## src/rtl/sfv_pkg.sv

```systemverilog
package sfv_pkg;

  localparam int KeyLimitDefault = 32;
  localparam int ValueLimit      = 64;
  localparam int RecordLimit     = 16;

  localparam logic [31:0] CrcPoly    = 32'hEDB8_8320;
  localparam logic [31:0] CrcInit    = 32'hFFFF_FFFF;
  localparam logic [31:0] FrameMagic = 32'h5237_4452;

  localparam logic [3:0] MinFrame     = 4'd12;
  localparam logic [3:0] TrailerBytes = 4'd4;

  typedef enum logic [2:0] {
    PH_HEADER,
    PH_KRES,
    PH_KLEN,
    PH_KEY,
    PH_VRES,
    PH_VLEN,
    PH_VAL,
    PH_DONE
  } phase_t;

  typedef enum logic [1:0] {
    ORD_EQUAL,
    ORD_GREATER,
    ORD_LESS
  } order_t;

  // Reflected CRC-32 advanced by one byte, least significant bit first.
  function automatic logic [31:0] crc_byte(input logic [31:0] crc, input logic [7:0] b);
    logic [31:0] c;
    c = crc ^ {24'h0, b};
    for (int k = 0; k < 8; k++) begin
      c = (c >> 1) ^ (c[0] ? CrcPoly : 32'h0);
    end
    return c;
  endfunction

endpackage

```

## src/rtl/sfv_in_if.sv

```systemverilog
interface sfv_in_if;
  logic       valid;
  logic       ready;
  logic [7:0] data_byte;
  logic       last_byte;

  modport source (output valid, output data_byte, output last_byte, input ready);
  modport sink (input valid, input data_byte, input last_byte, output ready);
endinterface

```

## src/rtl/sfv_out_if.sv

```systemverilog
interface sfv_out_if;
  logic       valid;
  logic       ready;
  logic       frame_status;
  logic [7:0] record_count;
  logic       fenced_flag;

  modport source (output valid, output frame_status, output record_count,
                  output fenced_flag, input ready);
  modport sink (input valid, input frame_status, input record_count,
                input fenced_flag, output ready);
endinterface

```

## src/rtl/sfv_ram.sv

```systemverilog
module sfv_ram #(
  parameter int WIDTH = 8,
  parameter int DEPTH = 32,
  localparam int AddrW = (DEPTH > 1) ? $clog2(DEPTH) : 1
) (
  input  logic             clk,
  input  logic             wr_en,
  input  logic [AddrW-1:0] wr_addr,
  input  logic [WIDTH-1:0] wr_data,
  input  logic [AddrW-1:0] rd_addr,
  output logic [WIDTH-1:0] rd_data
);

  logic [WIDTH-1:0] mem [DEPTH];

  always_ff @(posedge clk) begin
    if (wr_en) begin
      mem[wr_addr] <= wr_data;
    end
    rd_data <= mem[rd_addr];
  end

endmodule

```

## src/rtl/snapshot_frame_validator.sv

```systemverilog
// Channel   Dir  Payload                                    Item
// frame     in   data_byte[7:0], last_byte                  one frame byte
// verdict   out  frame_status, record_count[7:0], fenced    one per frame, on its last byte
//
// One frame byte is taken per cycle while frame.ready is high; the verdict register holds the result of
// a final byte and appears the cycle after it is taken.
// Each body byte's CRC step and key compare finish in the cycle it leaves the trailer window;
// the previous key sits in a RAM whose read address runs one byte ahead.
// Reset (rst, synchronous) clears all parser state; the key RAM is not cleared.
// frame.ready drops only while a verdict waits and verdict.ready is low.
module snapshot_frame_validator #(
  parameter int KEY_LIMIT = sfv_pkg::KeyLimitDefault
) (
  input logic      clk,
  input logic      rst,
  sfv_in_if.sink   frame,
  sfv_out_if.source verdict
);

  localparam int KeyAw = (KEY_LIMIT > 1) ? $clog2(KEY_LIMIT) : 1;

  logic [31:0]       window, window_next;
  logic [31:0]       crc, crc_next;
  sfv_pkg::phase_t   phase, phase_next;
  logic [7:0]        field_left, field_left_next;
  logic [15:0]       declared, declared_next;
  logic [7:0]        records_done, records_done_next;
  logic              fenced, fenced_next;
  logic [7:0]        prev_len, prev_len_next;
  logic [7:0]        cur_len, cur_len_next;
  logic [KeyAw-1:0]  key_pos, key_pos_next;
  sfv_pkg::order_t   key_order, key_order_next;
  logic              frame_error, frame_error_next;
  logic [3:0]        bytes_seen, bytes_seen_next;

  logic              out_valid;
  logic              out_status;
  logic [7:0]        out_count;
  logic              out_fenced;

  logic              in_acc;
  logic [7:0]        body;
  logic [7:0]        rec_inc;
  logic [7:0]        magic_byte;
  logic [7:0]        key_rd;
  logic              key_wr;
  logic [KeyAw-1:0]  key_rd_addr;
  logic              ok;

  assign in_acc       = frame.valid && frame.ready;
  assign frame.ready  = !out_valid || verdict.ready;
  assign body         = window[31:24];
  assign rec_inc      = records_done + 8'd1;

  assign verdict.valid        = out_valid;
  assign verdict.frame_status = out_status;
  assign verdict.record_count = out_count;
  assign verdict.fenced_flag  = out_fenced;

  // The read address follows the next key position, so the RAM output lines
  // up with the key byte that is parsed in the following accepted cycle.
  assign key_rd_addr = in_acc ? key_pos_next : key_pos;

  sfv_ram #(
    .WIDTH (8),
    .DEPTH (KEY_LIMIT)
  ) u_key_ram (
    .clk     (clk),
    .wr_en   (key_wr),
    .wr_addr (key_pos),
    .wr_data (body),
    .rd_addr (key_rd_addr),
    .rd_data (key_rd)
  );

  always_comb begin
    unique case (field_left[1:0])
      2'd0:    magic_byte = sfv_pkg::FrameMagic[31:24];
      2'd1:    magic_byte = sfv_pkg::FrameMagic[23:16];
      2'd2:    magic_byte = sfv_pkg::FrameMagic[15:8];
      default: magic_byte = sfv_pkg::FrameMagic[7:0];
    endcase
  end

  always_comb begin
    window_next       = window;
    crc_next          = crc;
    phase_next        = phase;
    field_left_next   = field_left;
    declared_next     = declared;
    records_done_next = records_done;
    fenced_next       = fenced;
    prev_len_next     = prev_len;
    cur_len_next      = cur_len;
    key_pos_next      = key_pos;
    key_order_next    = key_order;
    frame_error_next  = frame_error;
    bytes_seen_next   = bytes_seen;
    key_wr            = 1'b0;
    ok                = 1'b0;

    if (in_acc) begin
      window_next = {window[23:0], frame.data_byte};
      if (bytes_seen != sfv_pkg::MinFrame) begin
        bytes_seen_next = bytes_seen + 4'd1;
      end

      // The oldest byte of the window leaves it as a body byte.
      if (bytes_seen >= sfv_pkg::TrailerBytes) begin
        crc_next = sfv_pkg::crc_byte(crc, body);
        if (!frame_error) begin
          unique case (phase)
            sfv_pkg::PH_HEADER: begin
              if (field_left < 8'd4) begin
                if (body != magic_byte) frame_error_next = 1'b1;
              end else if (field_left == 8'd4) begin
                declared_next = {body, 8'h00};
              end else if (field_left == 8'd5) begin
                declared_next = {declared[15:8], body};
                if ({declared[15:8], body} > 16'(sfv_pkg::RecordLimit)) begin
                  frame_error_next = 1'b1;
                end
              end else if (field_left == 8'd6) begin
                if (body > 8'd1) frame_error_next = 1'b1;
                fenced_next = body[0];
              end else begin
                if (body != 8'd1) frame_error_next = 1'b1;
                phase_next = (declared == 16'd0) ? sfv_pkg::PH_DONE : sfv_pkg::PH_KRES;
              end
              field_left_next = field_left + 8'd1;
            end
            sfv_pkg::PH_KRES, sfv_pkg::PH_VRES: begin
              if (body != 8'd0) frame_error_next = 1'b1;
              phase_next = (phase == sfv_pkg::PH_KRES) ? sfv_pkg::PH_KLEN
                                                       : sfv_pkg::PH_VLEN;
            end
            sfv_pkg::PH_KLEN: begin
              if (body == 8'd0 || body > 8'(KEY_LIMIT)) begin
                frame_error_next = 1'b1;
              end else begin
                cur_len_next    = body;
                field_left_next = body;
                key_pos_next    = '0;
                key_order_next  = sfv_pkg::ORD_EQUAL;
                phase_next      = sfv_pkg::PH_KEY;
              end
            end
            sfv_pkg::PH_KEY: begin
              if (8'(key_pos) >= 8'(KEY_LIMIT) || field_left == 8'd0) begin
                frame_error_next = 1'b1;
              end else begin
                if (records_done != 8'd0 && key_order == sfv_pkg::ORD_EQUAL) begin
                  if (8'(key_pos) >= prev_len || body > key_rd) begin
                    key_order_next = sfv_pkg::ORD_GREATER;
                  end else if (body < key_rd) begin
                    key_order_next = sfv_pkg::ORD_LESS;
                  end
                end
                key_wr          = 1'b1;
                key_pos_next    = key_pos + KeyAw'(1);
                field_left_next = field_left - 8'd1;
                if (field_left == 8'd1) begin
                  if (records_done != 8'd0 && key_order_next != sfv_pkg::ORD_GREATER) begin
                    frame_error_next = 1'b1;
                  end
                  prev_len_next = cur_len;
                  phase_next    = sfv_pkg::PH_VRES;
                end
              end
            end
            sfv_pkg::PH_VLEN: begin
              if (body > 8'(sfv_pkg::ValueLimit)) begin
                frame_error_next = 1'b1;
              end else if (body == 8'd0) begin
                records_done_next = rec_inc;
                phase_next = (16'(rec_inc) == declared) ? sfv_pkg::PH_DONE
                                                        : sfv_pkg::PH_KRES;
              end else begin
                field_left_next = body;
                phase_next      = sfv_pkg::PH_VAL;
              end
            end
            sfv_pkg::PH_VAL: begin
              field_left_next = field_left - 8'd1;
              if (field_left == 8'd1) begin
                records_done_next = rec_inc;
                phase_next = (16'(rec_inc) == declared) ? sfv_pkg::PH_DONE
                                                        : sfv_pkg::PH_KRES;
              end
            end
            default: begin
              // Any body byte after the last record is a trailing byte.
              frame_error_next = 1'b1;
            end
          endcase
        end
      end

      ok = !frame_error_next && bytes_seen_next == sfv_pkg::MinFrame
           && phase_next == sfv_pkg::PH_DONE && ~crc_next == window_next;

      if (frame.last_byte) begin
        window_next       = 32'h0;
        crc_next          = sfv_pkg::CrcInit;
        phase_next        = sfv_pkg::PH_HEADER;
        field_left_next   = 8'd0;
        declared_next     = 16'd0;
        records_done_next = 8'd0;
        fenced_next       = 1'b0;
        prev_len_next     = 8'd0;
        cur_len_next      = 8'd0;
        key_order_next    = sfv_pkg::ORD_EQUAL;
        frame_error_next  = 1'b0;
        bytes_seen_next   = 4'd0;
      end
    end
  end

  always_ff @(posedge clk) begin
    if (rst) begin
      window       <= 32'h0;
      crc          <= sfv_pkg::CrcInit;
      phase        <= sfv_pkg::PH_HEADER;
      field_left   <= 8'd0;
      declared     <= 16'd0;
      records_done <= 8'd0;
      fenced       <= 1'b0;
      prev_len     <= 8'd0;
      cur_len      <= 8'd0;
      key_pos      <= '0;
      key_order    <= sfv_pkg::ORD_EQUAL;
      frame_error  <= 1'b0;
      bytes_seen   <= 4'd0;
      out_valid    <= 1'b0;
    end else begin
      window       <= window_next;
      crc          <= crc_next;
      phase        <= phase_next;
      field_left   <= field_left_next;
      declared     <= declared_next;
      records_done <= records_done_next;
      fenced       <= fenced_next;
      prev_len     <= prev_len_next;
      cur_len      <= cur_len_next;
      key_pos      <= key_pos_next;
      key_order    <= key_order_next;
      frame_error  <= frame_error_next;
      bytes_seen   <= bytes_seen_next;
      if (in_acc && frame.last_byte) begin
        out_valid <= 1'b1;
      end else if (verdict.ready) begin
        out_valid <= 1'b0;
      end
    end
  end

  // A valid verdict needs the parser in its done phase, so the header fields
  // cannot change on the final byte and the registered values are the ones to report.
  always_ff @(posedge clk) begin
    if (in_acc && frame.last_byte) begin
      out_status <= !ok;
      out_count  <= ok ? declared[7:0] : 8'd0;
      out_fenced <= ok ? fenced : 1'b0;
    end
  end

`ifndef SYNTHESIS
  a_verdict_follows_last: assert property (@(posedge clk) disable iff (rst)
    in_acc && frame.last_byte |=> out_valid)
    else $error("no verdict after the final byte of a frame");

  a_corrupt_fields_zero: assert property (@(posedge clk) disable iff (rst)
    out_valid && out_status |-> out_count == 8'd0 && !out_fenced)
    else $error("corrupt verdict carries header fields");

  a_frame_restart: assert property (@(posedge clk) disable iff (rst)
    in_acc && frame.last_byte |=> bytes_seen == 4'd0 && phase == sfv_pkg::PH_HEADER
      && !frame_error)
    else $error("parser state not cleared after a frame");

  a_key_bytes_left: assert property (@(posedge clk) disable iff (rst)
    phase == sfv_pkg::PH_KEY |-> field_left != 8'd0 && field_left <= 8'(KEY_LIMIT))
    else $error("key byte count out of range");

  a_bytes_seen_sat: assert property (@(posedge clk) disable iff (rst)
    bytes_seen <= sfv_pkg::MinFrame)
    else $error("byte counter passed its saturation point");
`endif

endmodule

```

## src/flat_wrapper.sv

```systemverilog
// flat-port wrapper written by rule: the top's interface ports become plain ports
module snapshot_frame_validator_flat 
#(
  parameter int KEY_LIMIT = sfv_pkg::KeyLimitDefault
)
  (clk, rst, frame_valid, frame_data_byte, frame_last_byte, frame_ready, verdict_valid, verdict_frame_status, verdict_record_count, verdict_fenced_flag, verdict_ready);
  sfv_in_if frame_i ();
  sfv_out_if verdict_i ();
  input logic clk;
  input logic rst;
  input wire logic [$bits(frame_i.valid)-1:0] frame_valid;
  input wire logic [$bits(frame_i.data_byte)-1:0] frame_data_byte;
  input wire logic [$bits(frame_i.last_byte)-1:0] frame_last_byte;
  output wire logic [$bits(frame_i.ready)-1:0] frame_ready;
  output wire logic [$bits(verdict_i.valid)-1:0] verdict_valid;
  output wire logic [$bits(verdict_i.frame_status)-1:0] verdict_frame_status;
  output wire logic [$bits(verdict_i.record_count)-1:0] verdict_record_count;
  output wire logic [$bits(verdict_i.fenced_flag)-1:0] verdict_fenced_flag;
  input wire logic [$bits(verdict_i.ready)-1:0] verdict_ready;
  assign frame_i.valid = frame_valid;
  assign frame_i.data_byte = frame_data_byte;
  assign frame_i.last_byte = frame_last_byte;
  assign frame_ready = frame_i.ready;
  assign verdict_valid = verdict_i.valid;
  assign verdict_frame_status = verdict_i.frame_status;
  assign verdict_record_count = verdict_i.record_count;
  assign verdict_fenced_flag = verdict_i.fenced_flag;
  assign verdict_i.ready = verdict_ready;
  snapshot_frame_validator #(.KEY_LIMIT(KEY_LIMIT)) u_core (.clk(clk), .rst(rst), .frame(frame_i), .verdict(verdict_i));
endmodule
```

## config.mk

```make
export PLATFORM = sky130hd
export DESIGN_NAME = snapshot_frame_validator_flat
export DESIGN_NICKNAME = d
export VERILOG_FILES = /design/src/rtl/sfv_pkg.sv /design/src/rtl/sfv_in_if.sv /design/src/rtl/sfv_out_if.sv /design/src/rtl/sfv_ram.sv /design/src/rtl/snapshot_frame_validator.sv /design/src/flat_wrapper.sv
export SDC_FILE = /design/constraint.sdc
export NUM_CORES = 1
export LEC_CHECK = 0
export ABC_AREA = 0
export BUFFER_PORTS_ARGS = -buffer_cell sky130_fd_sc_hd__buf_2
export CAP_MARGIN = 20
export CORE_ASPECT_RATIO = 0.75
export CORE_UTILIZATION = 30
export DETAILED_ROUTE_END_ITERATION = 10
export GPL_ROUTABILITY_DRIVEN = 0
export HOLD_SLACK_MARGIN = 0.1
export SLEW_MARGIN = 30
export SYNTH_ARGS = -nofsm -noshare
export SYNTH_HDL_FRONTEND = slang
export SYNTH_SLANG_ARGS = --single-unit
```

## constraint.sdc

```tcl
create_clock -name clk -period 5.62 [get_ports clk]
set_input_delay 0.562 -clock clk [delete_from_list [all_inputs] [get_ports clk]]
set_output_delay 0.562 -clock clk [all_outputs]
set_load 0.01 [all_outputs]
```

==> metrics.log <==
[metrics] status: complete, no violations
[metrics] Yosys reg bits: between 400 and 500
[metrics] Port Buffers: 24
[metrics] largest stage delay on the critical path: between 0.6 and 0.7 ns
[metrics] Place WS: roughly 1.3 ns
[metrics] clock net sink count: slightly above 400
[metrics] total of cells resized after clock tree synthesis: 0
[metrics] most repeated library cell on the critical path: o21ai_0
[metrics] share of final-layout standard cells stronger than drive strength 1: a little over a tenth
[metrics] setup bufs post-CTS: 0
[metrics] number of failing hold endpoints at the final stage: 0
[metrics] antenna violations before repair: 0
[metrics] wire length of the first global-routing pass: ~80 mm
[metrics] Avg Synthesized Cell Area: 11.2 sq um
[metrics] classification of the worst-slack hold path: in -> reg
[metrics] Levels on crit path: 11
[metrics] fraction of registers with async set/reset: 0%
[metrics] Starting Density: a little under a third
[metrics] count of distinct cell types in the synthesized netlist: 80
[metrics] highest achievable clock rate: between 200 and 250 MHz
[metrics] first drt pass iteration count: 5
[metrics] clock skew: slightly below 0.04 ns
[metrics] fraction of synthesized area in multiplexers: under 10%
[metrics] largest net degree at the start of global routing: 60
[metrics] H-tree Lvls: 2
[metrics] Post-CTS Hold Fix Bufs: 0
[metrics] Avg Vias per Cell: between 5 and 6
[metrics] worst hold slack across all endpoints: around 0.29 ns
[metrics] # diodes: 0
[metrics] average wire per standard cell: approximately 20 um
[metrics] clock tree from TritonCTS: built
[metrics] Worst path slowest cell: or4b_2
[metrics] worst ir drop on vdd: between 0.15 and 0.2 mV
[metrics] number of standard cells after synthesis: 1760
[metrics] xor/xnor cell area share of the yosys netlist: approximately 7.2%
[metrics] fraction of power spent switching nets: a little over a fifth
[metrics] Num CTS Buffers: 40
[metrics] area leader, netlist: edfxtp_1
[metrics] clock network power share: 44.4%
[metrics] Clock Latency Late Sink: 0.57 ns
[metrics] utilization after layout: 33.8%
[metrics] max-slew violations: 0
[metrics] Buffers & Inverters on Critical Path: 2
[metrics] post-synthesis compound-gate area fraction: between 10% and 20%
[metrics] category of the critical setup timing path: reg -> reg
[metrics] logic gate share of total power: under 10%
[metrics] post-synth design cell area: 19800 sq um
[metrics] Die ar.: roughly 67000 sq um
[metrics] number of nets with antenna violations after detailed routing: 0
[metrics] number of buffers on the longest clock path: 3
[metrics] Finished Cell Area: 22000 sq um
[metrics] fin worst setup slack: around 1.3 ns
[metrics] clock transition time at the flip-flop clock pins of the worst setup and hold paths: 0.06 ns
[metrics] die extent in y: about 220 um
[metrics] Final period util: 77.5%
[metrics] Post-synth EDFFs: ~270
[metrics] worst-margin pin slew: between 0.9 and 1 ns
[metrics] max-cap check violation count: 0
[metrics] all-layer global routing usage: between 10% and 20%
[metrics] share of the synthesized area in the top cell type: ~40%
[metrics] cell family with most CP delay: compound AO/OA/AOI/OAI gates
[metrics] P&R area growth vs syn: 11.5%
[metrics] data arrival at the endpoint of the critical path: between 4 and 5 ns
[metrics] area share of and/or/nand/nor cells after synthesis: 14.2%
[metrics] worst path required time: between 6 and 7 ns
[metrics] count of pins on the block boundary: 25
[metrics] cell types with the largest area share after synthesis: edfxtp_1 (40%), dfxtp_1 (14%), mux2i_1 (6.1%)
[metrics] Leakage: 8.21 nW
[metrics] adder-cell area share of the yosys netlist: between 1.5 and 2%
[metrics] setup repair after global routing missed its margin: false
[metrics] final count of negative-setup-slack endpoints: 0
[metrics] area post-placement: ~21000 sq um
[metrics] aggregate routed wire length: 52.2 mm
[metrics] path depth of the worst reg2reg path: 11
[metrics] count of nets after finishing: about 1800
[metrics] row cnt: between 80 and 90
[metrics] net count after synthesis: 1800
[metrics] dominant combinational cell family by area after synthesis: simple AND/OR/NAND/NOR gates
[metrics] commonest register cell after synthesis: edfxtp_1
[metrics] Total Neg Setup Slack: 0 ns
[metrics] Min Clock Period, post-route: roughly 4.4 ns
[metrics] number of DRC markers in iteration 0: roughly 1600
[metrics] power share of the sequential group: about 53%
[metrics] overall die width: 298 um
[metrics] Internal: approximately 0.0047 W
[metrics] cells along the critical path: inv_1, ha_1, or4b_2, o21ai_0, o21ai_0, a2bb2oi_4, buf_4, mux2i_1, mux2_2, a22o_1, a211oi_1
[metrics] routed vias: approximately 14000
[metrics] placed wire-length estimate: roughly 35 mm
[metrics] Root Driver: clkbuf_16
[metrics] Worst setup EP type: register
[metrics] launching element type of the critical path: register
[metrics] top post-synthesis cells by count: edfxtp_1 (266), nand2_1 (188), dfxtp_1 (137), mux2i_1 (120), nor2_1 (120)
[metrics] vias in the first global route: about 13000
[metrics] post-detailed-route DRC marker count: 0
[metrics] fill cell total of the finished layout: roughly 6500
[metrics] portion of the post-synthesis area used by sequential elements: a little over half
[metrics] Cell Pwr Density: 267 nW/um^2
[metrics] top-count cell post-synth: edfxtp_1
[metrics] total of warnings raised by yosys: 0
[metrics] standard cell core area: between 60000 and 70000 sq um
[metrics] total net switching power: between 0.001 and 0.0015 W
[metrics] Max transition margin: 35.5%
[metrics] hold depth: 3
[metrics] biggest fanout along the worst timing path: 29
[metrics] Overflow after GRT: 0
## cell type report
type / count / area (sq um) / share of cell area, %
Clock buffer: 63 / 1140 / 5.17
Timing Repair Buffer: 49 / 323 / 1.46
Inverter: 35 / 131 / 0.596
Multi-Input combinational cell: 1208 / 8490 / 38.5
Sequential cell: 403 / 10700 / 48.8
Tap cell: 871 / 1090 / 4.95
Clock inverter: 10 / 116 / 0.528
## stage by stage
| stage | total power (W) | std cells |
|---|---|---|
| after floorplan | 0.00329 | 1760 |
| after global placement | 0.00333 | 2566 |
| after detailed placement | 0.00334 | 2566 |
| after CTS | 0.00595 | 2639 |
| after global routing | 0.00607 | 2639 |
| final | 0.00589 | 2639 |
## worst paths after layout
| kind | start | end | slack (ns) |
|---|---|---|---|
| min | frame_data_byte[4] | u_core.window[4]$_SDFFE_PP0P_ | 0.29 |
| min reg2reg | u_core.cur_len[6]$_SDFFE_PP0P_ | u_core.cur_len[6]$_SDFFE_PP0P_ | 0.46 |
| max reg2reg | u_core.field_left[0]$_SDFFE_PP0P_ | u_core.u_key_ram.rd_data[3]$_DFF_P_ | 1.27 |
| max | u_core.field_left[0]$_SDFFE_PP0P_ | u_core.u_key_ram.rd_data[3]$_DFF_P_ | 1.27 |
## flip-flops by register name, summed over array words and instances, names as in the netlist, named ones only
| signal | cells |
|---|---|
| u_core.bytes_seen | 4 |
| u_core.phase | 3 |
| u_core.cur_len | 8 |
| u_core.u_key_ram.rd_data | 8 |
| u_core.verdict.fenced_flag | 1 |
| u_core.key_order | 2 |
| u_core.window | 32 |
| u_core.declared | 16 |
| u_core.fenced | 1 |
| u_core.field_left | 8 |
| u_core.verdict.frame_status | 1 |
| u_core.u_key_ram.mem | 256 |
| u_core.verdict.valid | 1 |
| u_core.prev_len | 8 |
| u_core.verdict.record_count | 8 |
| u_core.records_done | 8 |
| u_core.crc | 32 |
| u_core.frame_error | 1 |
## routing by layer
layer  share of wire [%]  vias up  wire length, um  GRT usage [%]
met1                  48     6907            25000           23.3
met2                  42      535            21800           22.0
met4                 1.9        0              974           3.29
met5                   0        -                0              0
li1                    -     6499                -              -
met3                 8.6       85             4510           3.45
## power groups by stage
stage	clock, W	sequential, W	combinational, W
2_1_floorplan	0	0.00320	0.0000879
3_5_place_dp	0	0.00320	0.000134
3_3_place_gp	0	0.00320	0.000130
5_1_grt	0.00279	0.00314	0.000147
4_1_cts	0.00268	0.00314	0.000134
6_report	0.00262	0.00314	0.000136
## cells in the final DEF, fill, tap and decap left out, types with 20 or more instances in the layout
cell type,n
clkbuf_16,41
a22oi_1,23
edfxtp_1,266
xnor2_1,47
ha_1,27
mux2_2,32
nand2_1,188
buf_2,23
a31oi_1,20
inv_1,35
nor3_1,26
buf_4,25
a21oi_1,98
dfxtp_1,129
o211ai_1,25
nand4_1,21
nand3_1,53
nor2_1,118
a22o_1,20
nand3b_1,35
nor4_1,20
o21ai_0,59
xor2_1,36
mux2i_1,120
## kinds of logic after synthesis
family / after synthesis
flops: 403
fa+ha+maj: 27
compound gates: 351
xor+xnor: 114
mux: 152
buf+inv: 149
simple gates: 564
## worst register-to-register path: stages (launching register included)
cell and delay [ns]:
dfxtp_1 0.40, inv_1 0.17, ha_1 0.36, or4b_2 0.67, o21ai_0 0.21, o21ai_0 0.18, a2bb2oi_4 0.66, buf_4 0.58
mux2i_1 0.17, mux2_2 0.29, a22o_1 0.31, a211oi_1 0.27
(Power assumes the default switching activity.)
